==> config.mk <==
export PLATFORM = sky130hd
export DESIGN_NAME = rsdm_ctrl
export DESIGN_NICKNAME = d
export VERILOG_FILES = /design/src/hdl/rsdm_pkg.sv /design/src/hdl/rsdm_ctrl.sv
export SDC_FILE = /design/constraint.sdc
export NUM_CORES = 1
export LEC_CHECK = 0
export ABC_AREA = 0
export BUFFER_PORTS_ARGS = -buffer_cell sky130_fd_sc_hd__buf_2
export CORE_MARGIN = 10
export CORE_UTILIZATION = 37
export CTS_CLUSTER_DIAMETER = 120
export DETAILED_ROUTE_END_ITERATION = 12
export PLACE_DENSITY = 0.62
export SLEW_MARGIN = 20
export SYNTH_ARGS = -nofsm -noshare
export SYNTH_HDL_FRONTEND = slang
export SYNTH_SLANG_ARGS = --single-unit
==> constraint.sdc <==
create_clock -name clk -period 1.8 [get_ports clk]
set_input_delay 0.36 -clock clk [delete_from_list [all_inputs] [get_ports clk]]
set_output_delay 0.36 -clock clk [all_outputs]
set_load 0.05 [all_outputs]
==> src/hdl/rsdm_pkg.sv <==
// Shared types, codes and constants of the redundant stream dedup merger.
package rsdm_pkg;

	localparam int TIME_W   = 48;
	localparam int KEY_W    = 64;
	localparam int TAG_W    = 16;
	localparam int STREAM_W = 8;
	localparam int WIN_W    = 24;
	localparam int MAX_RES  = 32;
	localparam int RES_W    = 6;

	// Register indexes on the configuration port
	localparam logic [1:0] REG_WINDOW = 2'd0;
	localparam logic [1:0] REG_VIDEO  = 2'd1;
	localparam logic [1:0] REG_AUDIO  = 2'd2;

	typedef enum logic [2:0] {
		ACT_VIDEO = 3'd0,
		ACT_AUDIO = 3'd1,
		ACT_DUP   = 3'd2,
		ACT_OTHER = 3'd3,
		ACT_FULL  = 3'd4
	} action_t;

	typedef enum logic [1:0] {
		EK_FULL  = 2'd0,
		EK_DUP   = 2'd1,
		EK_ROUTE = 2'd2
	} emit_kind_t;

	typedef struct packed {
		logic [WIN_W-1:0]    window;
		logic [STREAM_W-1:0] video;
		logic [STREAM_W-1:0] audio;
	} cfg_t;

	typedef struct packed {
		logic                mode;
		logic [TIME_W-1:0]   now;
		logic [TAG_W-1:0]    tag;
		logic [STREAM_W-1:0] stream;
		logic [KEY_W-1:0]    pts;
		logic                pts_valid;
		logic [KEY_W-1:0]    dts;
		logic                dts_valid;
	} in_t;

	// Controller to datapath
	typedef struct packed {
		logic       latch_in;
		logic       insert;
		logic       pop;
		logic       exp_rd;
		logic       exp_adv;
		logic       lk_start;
		logic       lk_rd;
		logic       seen_add;
		logic       emit;
		emit_kind_t kind;
	} cmd_t;

	// Datapath to controller
	typedef struct packed {
		logic is_push;
		logic hold_full;
		logic can_pop;
		logic key_present;
		logic seen_empty;
		logic exp_due;
		logic scan_done;
		logic match;
		logic out_free;
	} sts_t;

endpackage

==> src/hdl/rsdm_ctrl.sv <==
// Controller state machine: sequences insertion, release, expiry, lookup and result beats.
module rsdm_ctrl (
	input  logic           clk,
	input  logic           arst_n,
	input  logic           in_valid,
	output logic           in_ready,
	input  rsdm_pkg::sts_t sts,
	output rsdm_pkg::cmd_t cmd
);

	typedef enum logic [8:0] {
		S_IDLE    = 9'b000000001,
		S_START   = 9'b000000010,
		S_CHECK   = 9'b000000100,
		S_EXP_RD  = 9'b000001000,
		S_EXP_CMP = 9'b000010000,
		S_LK_CHK  = 9'b000100000,
		S_LK_CMP  = 9'b001000000,
		S_ADD     = 9'b010000000,
		S_EMIT    = 9'b100000000
	} state_t;

	state_t                 state_q, state_d;
	rsdm_pkg::emit_kind_t   kind_q, kind_d;

	always_ff @(posedge clk or negedge arst_n) begin
		if (!arst_n) begin
			state_q <= S_IDLE;
			kind_q  <= rsdm_pkg::EK_ROUTE;
		end else begin
			state_q <= state_d;
			kind_q  <= kind_d;
		end
	end

	// Next state and commands
	always_comb begin
		state_d  = state_q;
		kind_d   = kind_q;
		cmd      = '0;
		cmd.kind = kind_q;
		in_ready = 1'b0;
		case (state_q)
			S_IDLE: begin
				in_ready = 1'b1;
				if (in_valid) begin
					cmd.latch_in = 1'b1;
					state_d      = S_START;
				end
			end
			S_START: begin
				if (!sts.is_push) begin
					state_d = S_CHECK;
				end else if (sts.hold_full) begin
					kind_d  = rsdm_pkg::EK_FULL;
					state_d = S_EMIT;
				end else begin
					cmd.insert = 1'b1;
					state_d    = S_IDLE;
				end
			end
			S_CHECK: begin
				if (sts.can_pop) begin
					cmd.pop = 1'b1;
					state_d = S_EXP_RD;
				end else begin
					state_d = S_IDLE;
				end
			end
			S_EXP_RD: begin
				if (!sts.seen_empty) begin
					cmd.exp_rd = 1'b1;
					state_d    = S_EXP_CMP;
				end else if (sts.key_present) begin
					cmd.lk_start = 1'b1;
					state_d      = S_LK_CHK;
				end else begin
					kind_d  = rsdm_pkg::EK_ROUTE;
					state_d = S_EMIT;
				end
			end
			S_EXP_CMP: begin
				if (sts.exp_due) begin
					cmd.exp_adv = 1'b1;
					state_d     = S_EXP_RD;
				end else if (sts.key_present) begin
					cmd.lk_start = 1'b1;
					state_d      = S_LK_CHK;
				end else begin
					kind_d  = rsdm_pkg::EK_ROUTE;
					state_d = S_EMIT;
				end
			end
			S_LK_CHK: begin
				if (sts.scan_done) begin
					state_d = S_ADD;
				end else begin
					cmd.lk_rd = 1'b1;
					state_d   = S_LK_CMP;
				end
			end
			S_LK_CMP: begin
				if (sts.match) begin
					kind_d  = rsdm_pkg::EK_DUP;
					state_d = S_EMIT;
				end else begin
					state_d = S_LK_CHK;
				end
			end
			S_ADD: begin
				cmd.seen_add = 1'b1;
				kind_d       = rsdm_pkg::EK_ROUTE;
				state_d      = S_EMIT;
			end
			S_EMIT: begin
				if (sts.out_free) begin
					cmd.emit = 1'b1;
					state_d  = sts.is_push ? S_IDLE : S_CHECK;
				end
			end
			default: begin
				state_d = S_IDLE;
			end
		endcase
	end

endmodule

* Word level (Yosys, flattened, before mapping) *
Index checks and enable logic that the tools add are counted.

operators by class
  mux-type cells = 40
  reduce and logical (&&, ||, !) cells = 3
  equal/unequal tests = 16

operators by type and width
  cell                                                                   count
  9-bit one-hot mux with 9 select lines                                  1
  9-bit two-way mux                                                      8
  1-bit two-way mux                                                      20
  2-bit inequality test, second input constant                           7
  2-bit two-way mux                                                      6
  2-bit one-hot mux with 5 select lines                                  1
  9-bit by 1-bit equality test with 1-bit output, second input constant  1
  9-bit by 2-bit equality test with 1-bit output, second input constant  1
  9-bit by 3-bit equality test with 1-bit output, second input constant  1
  9-bit by 4-bit equality test with 1-bit output, second input constant  1
  9-bit by 5-bit equality test with 1-bit output, second input constant  1
  9-bit by 6-bit equality test with 1-bit output, second input constant  1
  9-bit by 7-bit equality test with 1-bit output, second input constant  1
  9-bit by 8-bit equality test with 1-bit output, second input constant  1
  9-bit equality test, second input constant                             1
  8-bit two-way mux                                                      1
  6-bit AND reduction                                                    1
  5-bit nonzero test                                                     1
  4-bit two-way mux                                                      1
  3-bit two-way mux                                                      1
  1-bit one-hot mux with 2 select lines                                  1
  2-bit AND reduction                                                    1

storage, ports and cells
  bits in registers = 11
  output and inout port bits = 12
  input port bits = 12
  word-level logic and storage cells = 61

* Logic depth before layout (Yosys ltp) *
Gate-level depths: netlist of the first run.

  word-level depth = 3
  depth in mapped cells = 6
  mapped depth without buffers = 5

* Least setup slack after synthesis of the first run *
OpenSTA, ideal clock, no wires.

  path type = register to output
  from = register state_q[4]
  to = output port cmd[10] (netlist bit)
  data arrival time = 2.179 ns
  slack = -0.739 ns
  stages on the path, launching flop included = 6
  path buffers = 1
  data required time = 1.440 ns
  path through = dfrtp_1 > buf_6 > nor2_1 > nand3b_1 > nor2_1 > and2_1

RTL lines
  what                      RTL line         source
  start: declaration        rsdm_ctrl.sv:23  state_t state_q, state_d;
  start signal: assignment  rsdm_ctrl.sv:31  state_q <= state_d;
  end: declaration          rsdm_ctrl.sv:8   output rsdm_pkg::cmd_t cmd

==> metrics.json, run 1 <==
{
  "outcome": {"value": "complete, but fails checks"},
  "die_x": {"value": 67.5, "unit": "um"},
  "netlist_area": {"value": 835, "unit": "sq um"},
  "power.density_cell_area": {"value": 1030, "unit": "nW/um^2"},
  "antenna_found_initial": {"value": 0},
  "fin_skew": {"value": 3.17, "unit": "ps"},
  "route.detailed.vias_per_inst": {"value": 5.10},
  "via_count": {"value": 939},
  "path_clk_slew": {"value": 70, "unit": "ps"},
  "critical_path.startpoint_type": {"value": "register"},
  "ys_seq_area_frac": {"value": 0.333},
  "detailed_place_hpwl": {"value": 1990, "unit": "um"},
  "postSynthAreaPerCell": {"value": 8.88, "unit": "sq um"},
  "global_route.usage.total": {"value": 0.129},
  "global_route.overflow_total": {"value": 0},
  "worstHoldPathType": {"value": "input port to register"},
  "ctsLongestPathBuffers": {"value": 2},
  "grt_pass1_vias": {"value": 938},
  "grt_first_pass_wirelength": {"value": 4660, "unit": "um"},
  "finish.net_count": {"value": 169},
  "tightest_slew": {"value": 399, "unit": "ps"},
  "crit_arrival": {"value": 1600, "unit": "ps"},
  "clk_latency": {"value": 260, "unit": "ps"},
  "synth_top_cells_by_area": {"value": "dfrtp_1 27%, dfstp_2 6.3%, nor3_1 5.4%"},
  "floorplan.die.height": {"value": 67.5, "unit": "um"},
  "synth_cells": {"value": 94},
  "synth_nets": {"value": 106},
  "synth_commonest_cells": {"value": "10 x inv_1, 10 x nor2_1, 9 x dfrtp_1, 9 x nor3_1, 6 x nand2_1"},
  "timing.final.max_slew_violations": {"value": 0},
  "postSynth.topFlopCell": {"value": "dfrtp_1"},
  "fp.coreArea": {"value": 2170, "unit": "sq um"},
  "die_area": {"value": 4550, "unit": "sq um"},
  "async_flop_share": {"value": 1.00},
  "required": {"value": 1440, "unit": "ps"},
  "timing.final.hold_violations": {"value": 0},
  "initial_utilization": {"value": 0.385},
  "yosys_warnings": {"value": 0},
  "detail_route.iter0.violations": {"value": 58},
  "io-pin-count": {"value": 24},
  "number_of_buffer_cells_added_on_primary_ports": {"value": 23},
  "grt_setup_unrepaired": {"value": "yes"},
  "routed_wl": {"value": 3050, "unit": "um"},
  "drt-wirelength-per-cell": {"value": 16.6, "unit": "um"},
  "slew_headroom": {"value": 0.730},
  "yosys_register_bits": {"value": 11},
  "fillers": {"value": 147},
  "area.sequential": {"value": 284, "unit": "sq um"},
  "clk_root_buffer_cell": {"value": "clkbuf_4"},
  "netlist.top_cell.by_area": {"value": "dfrtp_1"},
  "criticalPathCategory": {"value": "register to output port"},
  "max-cap-violations": {"value": 0},
  "timing.fmax": {"value": 510, "unit": "MHz"},
  "final.min_clock_period": {"value": 1960, "unit": "ps"},
  "rows": {"value": 17},
  "final_layout_size_suffix_gt1_frac": {"value": 0.628},
  "power.total": {"value": 1.58, "unit": "mW"},
  "globalplace.congestion": {"value": 0.888},
  "finalSetupTns": {"value": -1280, "unit": "ps"},
  "drt_drc_violations_left": {"value": 0},
  "setup_viol": {"value": 12},
  "pin_count_of_the_biggest_net_entering_global_routing": {"value": 12},
  "synth.lib_cells_used.distinct": {"value": 42},
  "drt_pass1_iterations": {"value": 4},
  "finalCritPeriodShare": {"value": 1.09},
  "area_of_combinational_cells_with_multiple_inputs": {"value": 624, "unit": "sq um"},
  "cts_buffers": {"value": 3},
  "fin_ws": {"value": -162, "unit": "ps"},
  "synth_edf_count": {"value": 0},
  "htree_num_levels": {"value": 1},
  "timing.critical_path.to_type": {"value": "output port"},
  "area_delta_synth_final": {"value": 84.1, "unit": "%"},
  "ir_drop": {"value": 884, "unit": "uV"},
  "tritoncts": {"value": "done"},
  "antennaDiodeCount": {"value": 0},
  "antenna_violating_nets_post_route": {"value": 0},
  "synth.top_cell.area_share": {"value": 0.270},
  "leakage_dissipation": {"value": 0.700, "unit": "nW"},
  "cts.sink_count": {"value": 11},
  "violations": {"value": "negative setup slack"},
  "cp_max_fo": {"value": 5}
}
## layer usage
metal	up-vias	routed length, um	global-route usage	share of wire
met2	21	1580	0.211	0.52
met5	-	0	0	0
li1	471	-	-	-
met4	0	0	0.0462	0
met3	0	126	0.0215	0.041
met1	447	1350	0.166	0.44
## sequential cells by signal, summed over array words and instances, names as in the netlist
name and flops:
kind_q 2, state_q 9
## placed cells by master, fill, tap and decap left out, types with 2 or more instances in the layout
| master | netlist | routed |
|---|---|---|
| nor2b_1 | 2 | 2 |
| nor4_4 | 2 | 3 |
| dfrtp_1 | 9 | 4 |
| or2_1 | 1 | 2 |
| clkbuf_4 | 0 | 3 |
| buf_2 | 1 | 13 |
| or4b_1 | 2 | 2 |
| nand2_1 | 6 | 6 |
| and2_4 | 0 | 2 |
| nand3_1 | 4 | 3 |
| nor2_2 | 0 | 4 |
| nor2_1 | 10 | 3 |
| buf_4 | 2 | 30 |
| nor2_4 | 0 | 3 |
| buf_6 | 1 | 13 |
| nand3b_1 | 2 | 2 |
| dfrtp_2 | 0 | 5 |
| mux2i_1 | 2 | 2 |
| inv_1 | 10 | 9 |
| nor3_1 | 9 | 4 |
| nor3_4 | 0 | 5 |
| buf_8 | 0 | 4 |
| dfstp_2 | 2 | 2 |
## repair_timing
action | in CTS | in global routing
hold buffers | 1 | 0
hold endpoints to repair | 9 | 0
pin swaps | 15 | 13
endpoints found under the setup margin | 10 | 14
buffers inserted | 11 | 10
resized for setup | 41 | 14
## worst max-delay path, cell delays in order (launching register included)
cell and delay (ps):
dfrtp_2 440, nor4_4 370, nand2_4 140, nor4_4 190, buf_6 200
## cell type report
class,instances,share of cell area
Inverter,10,0.0261
Tap cell,28,0.0228
Clock buffer,4,0.0171
Sequential cell,11,0.185
Timing Repair Buffer,62,0.343
Multi-Input combinational cell,69,0.406
## where the power goes
part | internal [mW] | total (mW) | switching (mW)
combinational | 0.512 | 1.04 | 0.527
clock | 0.0856 | 0.164 | 0.0784
sequential | 0.304 | 0.374 | 0.0701
## metrics by stage
stage,hold slack [ps],util,cell area [sq um],std cells,setup WS (ps)
floorplan,64.4,-,900,94,-165
global placement,241,0.535,1160,160,-20.8
detailed placement,242,0.535,1160,160,-53.0
CTS,306,0.650,1410,176,-176
global route,318,0.708,1540,184,-240
finish,311,0.708,1540,184,-162
## path summary, 6_finish.rpt
check / from / to / slack (ps) / depth (start not counted)
min in group asynchronous: arst_n / state_q[7]$_DFFE_PN0P_ / 490 / 2
worst max-delay path: state_q[8]$_DFFE_PN0P_ / cmd[8] / -160 / 4
max in group asynchronous: arst_n / state_q[0]$_DFFE_PN1P_ / 1040 / 2
worst min register to register: kind_q[1]$_DFFE_PN1P_ / kind_q[1]$_DFFE_PN1P_ / 480 / 2
worst min-delay path: sts[2] / state_q[6]$_DFFE_PN0P_ / 310 / 2
worst max register to register: state_q[2]$_DFFE_PN0P_ / kind_q[0]$_DFFE_PN0P_ / -20 / 7
## kinds of logic after synthesis
| group | count (synthesis) | share of synthesized area |
|---|---|---|
| simple gates | 52 | 0.409 |
| buf+inv | 14 | 0.0825 |
| compound gates | 13 | 0.130 |
| flops | 11 | 0.333 |
| xor+xnor | 2 | 0.0210 |
| mux | 2 | 0.0240 |
(Power assumes the default switching activity.)
==> inputs of run 2 (changes only) <==
--- a/config.mk
+++ b/config.mk
@@ -7,7 +7,7 @@
 export LEC_CHECK = 0
 export ABC_AREA = 0
 export BUFFER_PORTS_ARGS = -buffer_cell sky130_fd_sc_hd__buf_2
-export CORE_MARGIN = 10
+export CORE_MARGIN = 2
 export CORE_UTILIZATION = 37
 export CTS_CLUSTER_DIAMETER = 120
 export DETAILED_ROUTE_END_ITERATION = 12
==> metrics.json, run 2 (synthesis results as in run 1) <==
{
  "outcome": {"value": "complete, but fails checks"},
  "violations": {"value": "negative setup slack"},
  "largest_reg_flops": {"value": 9},
  "detailed_place_hpwl": {"value": 1880, "unit": "um"},
  "initial_utilization": {"value": 0.385},
  "final_layout_size_suffix_gt1_frac": {"value": 0.677},
  "tightest_slew": {"value": 426, "unit": "ps"},
  "required": {"value": 1440, "unit": "ps"},
  "fin_ws": {"value": -235, "unit": "ps"},
  "dp.cells": {"value": 162},
  "power.total": {"value": 1.67, "unit": "mW"},
  "grt_pass1_vias": {"value": 963},
  "die_x": {"value": 51.5, "unit": "um"},
  "largestRegisters": {"value": "state_q x9, kind_q x2"},
  "timing.critical_path.to_type": {"value": "output port"},
  "post-route-cell-area": {"value": 1670, "unit": "sq um"},
  "via_count": {"value": 1059},
  "finish.net_count": {"value": 177},
  "crit_arrival": {"value": 1670, "unit": "ps"},
  "io-pin-count": {"value": 24},
  "antenna_violating_nets_post_route": {"value": 0},
  "grt_first_pass_wirelength": {"value": 4580, "unit": "um"},
  "clk_root_buffer_cell": {"value": "clkbuf_4"},
  "ctsLongestPathBuffers": {"value": 2},
  "pin_count_of_the_biggest_net_entering_global_routing": {"value": 12},
  "holdWs": {"value": 283, "unit": "ps"},
  "tritoncts": {"value": "done"},
  "dpl_cell_area": {"value": 1180, "unit": "sq um"},
  "reg2regPathDepth": {"value": 8},
  "path_clk_slew": {"value": 80, "unit": "ps"},
  "instances_no_fill": {"value": 192},
  "area_delta_synth_final": {"value": 100, "unit": "%"},
  "slew_headroom": {"value": 0.712},
  "rows": {"value": 17},
  "ir_drop": {"value": 891, "unit": "uV"},
  "worstHoldPathType": {"value": "input port to register"},
  "power.density_cell_area": {"value": 1000, "unit": "nW/um^2"},
  "setup_viol": {"value": 14},
  "global_route.overflow_total": {"value": 0},
  "globalplace.congestion": {"value": 0.936},
  "most_common_library_cell_in_the_layout_ignoring_fill_and_taps": {"value": "buf_4"},
  "leakage_dissipation": {"value": 0.756, "unit": "nW"},
  "final.min_clock_period": {"value": 2030, "unit": "ps"},
  "grt_setup_unrepaired": {"value": "yes"},
  "largest-register": {"value": "state_q"},
  "drt_drc_violations_left": {"value": 0},
  "routed_wl": {"value": 3450, "unit": "um"},
  "antenna_found_initial": {"value": 0},
  "detail_route.iter0.violations": {"value": 42},
  "max-cap-violations": {"value": 0},
  "antennaDiodeCount": {"value": 0},
  "floorplan.die.height": {"value": 51.5, "unit": "um"},
  "cts.sink_count": {"value": 11},
  "number_of_buffer_cells_added_on_primary_ports": {"value": 23},
  "clk_latency": {"value": 280, "unit": "ps"},
  "timing.final.hold_violations": {"value": 0},
  "finalCritPeriodShare": {"value": 1.13},
  "cts_buffers": {"value": 3},
  "htree_num_levels": {"value": 1},
  "drt-wirelength-per-cell": {"value": 18.0, "unit": "um"},
  "global_route.usage.total": {"value": 0.237},
  "critical_path.startpoint_type": {"value": "register"},
  "fp.coreArea": {"value": 2170, "unit": "sq um"},
  "die_area": {"value": 2650, "unit": "sq um"},
  "criticalPathCategory": {"value": "register to output port"},
  "timing.fmax": {"value": 492, "unit": "MHz"},
  "min_path_cells": {"value": 2},
  "route.detailed.vias_per_inst": {"value": 5.52},
  "timing.final.max_slew_violations": {"value": 0},
  "finalSetupTns": {"value": -1900, "unit": "ps"},
  "drt_pass1_iterations": {"value": 4},
  "fin_skew": {"value": 9.98, "unit": "ps"},
  "cp_max_fo": {"value": 5},
  "final_cell_mix": {"value": "31 x buf_4, 20 x buf_6, 13 x buf_2"}
}
-- run 2: critical path: stages, from the launching register on --
cell	delay [ps]
dfrtp_2	440
nor4_4	370
nand2_4	140
buf_6	150
nor3_4	110
buf_6	180
-- run 2: area by class of cell --
| type | count | area (sq um) |
|---|---|---|
| Multi-Input combinational cell | 69 | 669 |
| Timing Repair Buffer | 70 | 618 |
| Fill cell | 144 | 498 |
| Sequential cell | 11 | 283 |
| Inverter | 10 | 40.0 |
| Tap cell | 28 | 35.0 |
| Clock buffer | 4 | 26.3 |
-- run 2: layer usage --
metal / GRT usage / routed length [um] / vias up
met5: 0 / 0 / -
met4: 0.110 / 91 / 0
met3: 0.0172 / 149 / 9
met2: 0.370 / 1700 / 51
met1: 0.336 / 1500 / 518
li1: - / - / 481
-- run 2: what timing repair did --
item,4_1_cts,5_1_grt
hold buffers,1,0
pin swaps,12,20
endpoints found under the hold margin,9,0
gates resized for setup,36,32
buffers inserted,15,13
endpoints found under the setup margin,10,15
-- run 2: worst paths after layout --
check / from / to / slack, ps
max in group asynchronous: arst_n / kind_q[1]$_DFFE_PN1P_ / 1060
max reg2reg: state_q[4]$_DFFE_PN0P_ / kind_q[1]$_DFFE_PN1P_ / -50
min in group asynchronous: arst_n / state_q[4]$_DFFE_PN0P_ / 470
min: sts[2] / state_q[6]$_DFFE_PN0P_ / 280
max: state_q[8]$_DFFE_PN0P_ / cmd[7] / -230
min reg2reg: kind_q[1]$_DFFE_PN1P_ / kind_q[1]$_DFFE_PN1P_ / 470
-- run 2: where the power goes --
group,internal (mW),leakage (nW),switching [mW]
Clock,0.0861,0.0150,0.0911
Sequential,0.302,0.139,0.0684
Combinational,0.553,0.602,0.572
-- run 2: metrics by stage --
| stage | utilization | setup slack (ps) |
|---|---|---|
| floorplan | - | -165 |
| global placement | 0.542 | -7.84 |
| detailed placement | 0.542 | -27.8 |
| CTS | 0.668 | -244 |
| global route | 0.770 | -322 |
| finish | 0.770 | -235 |
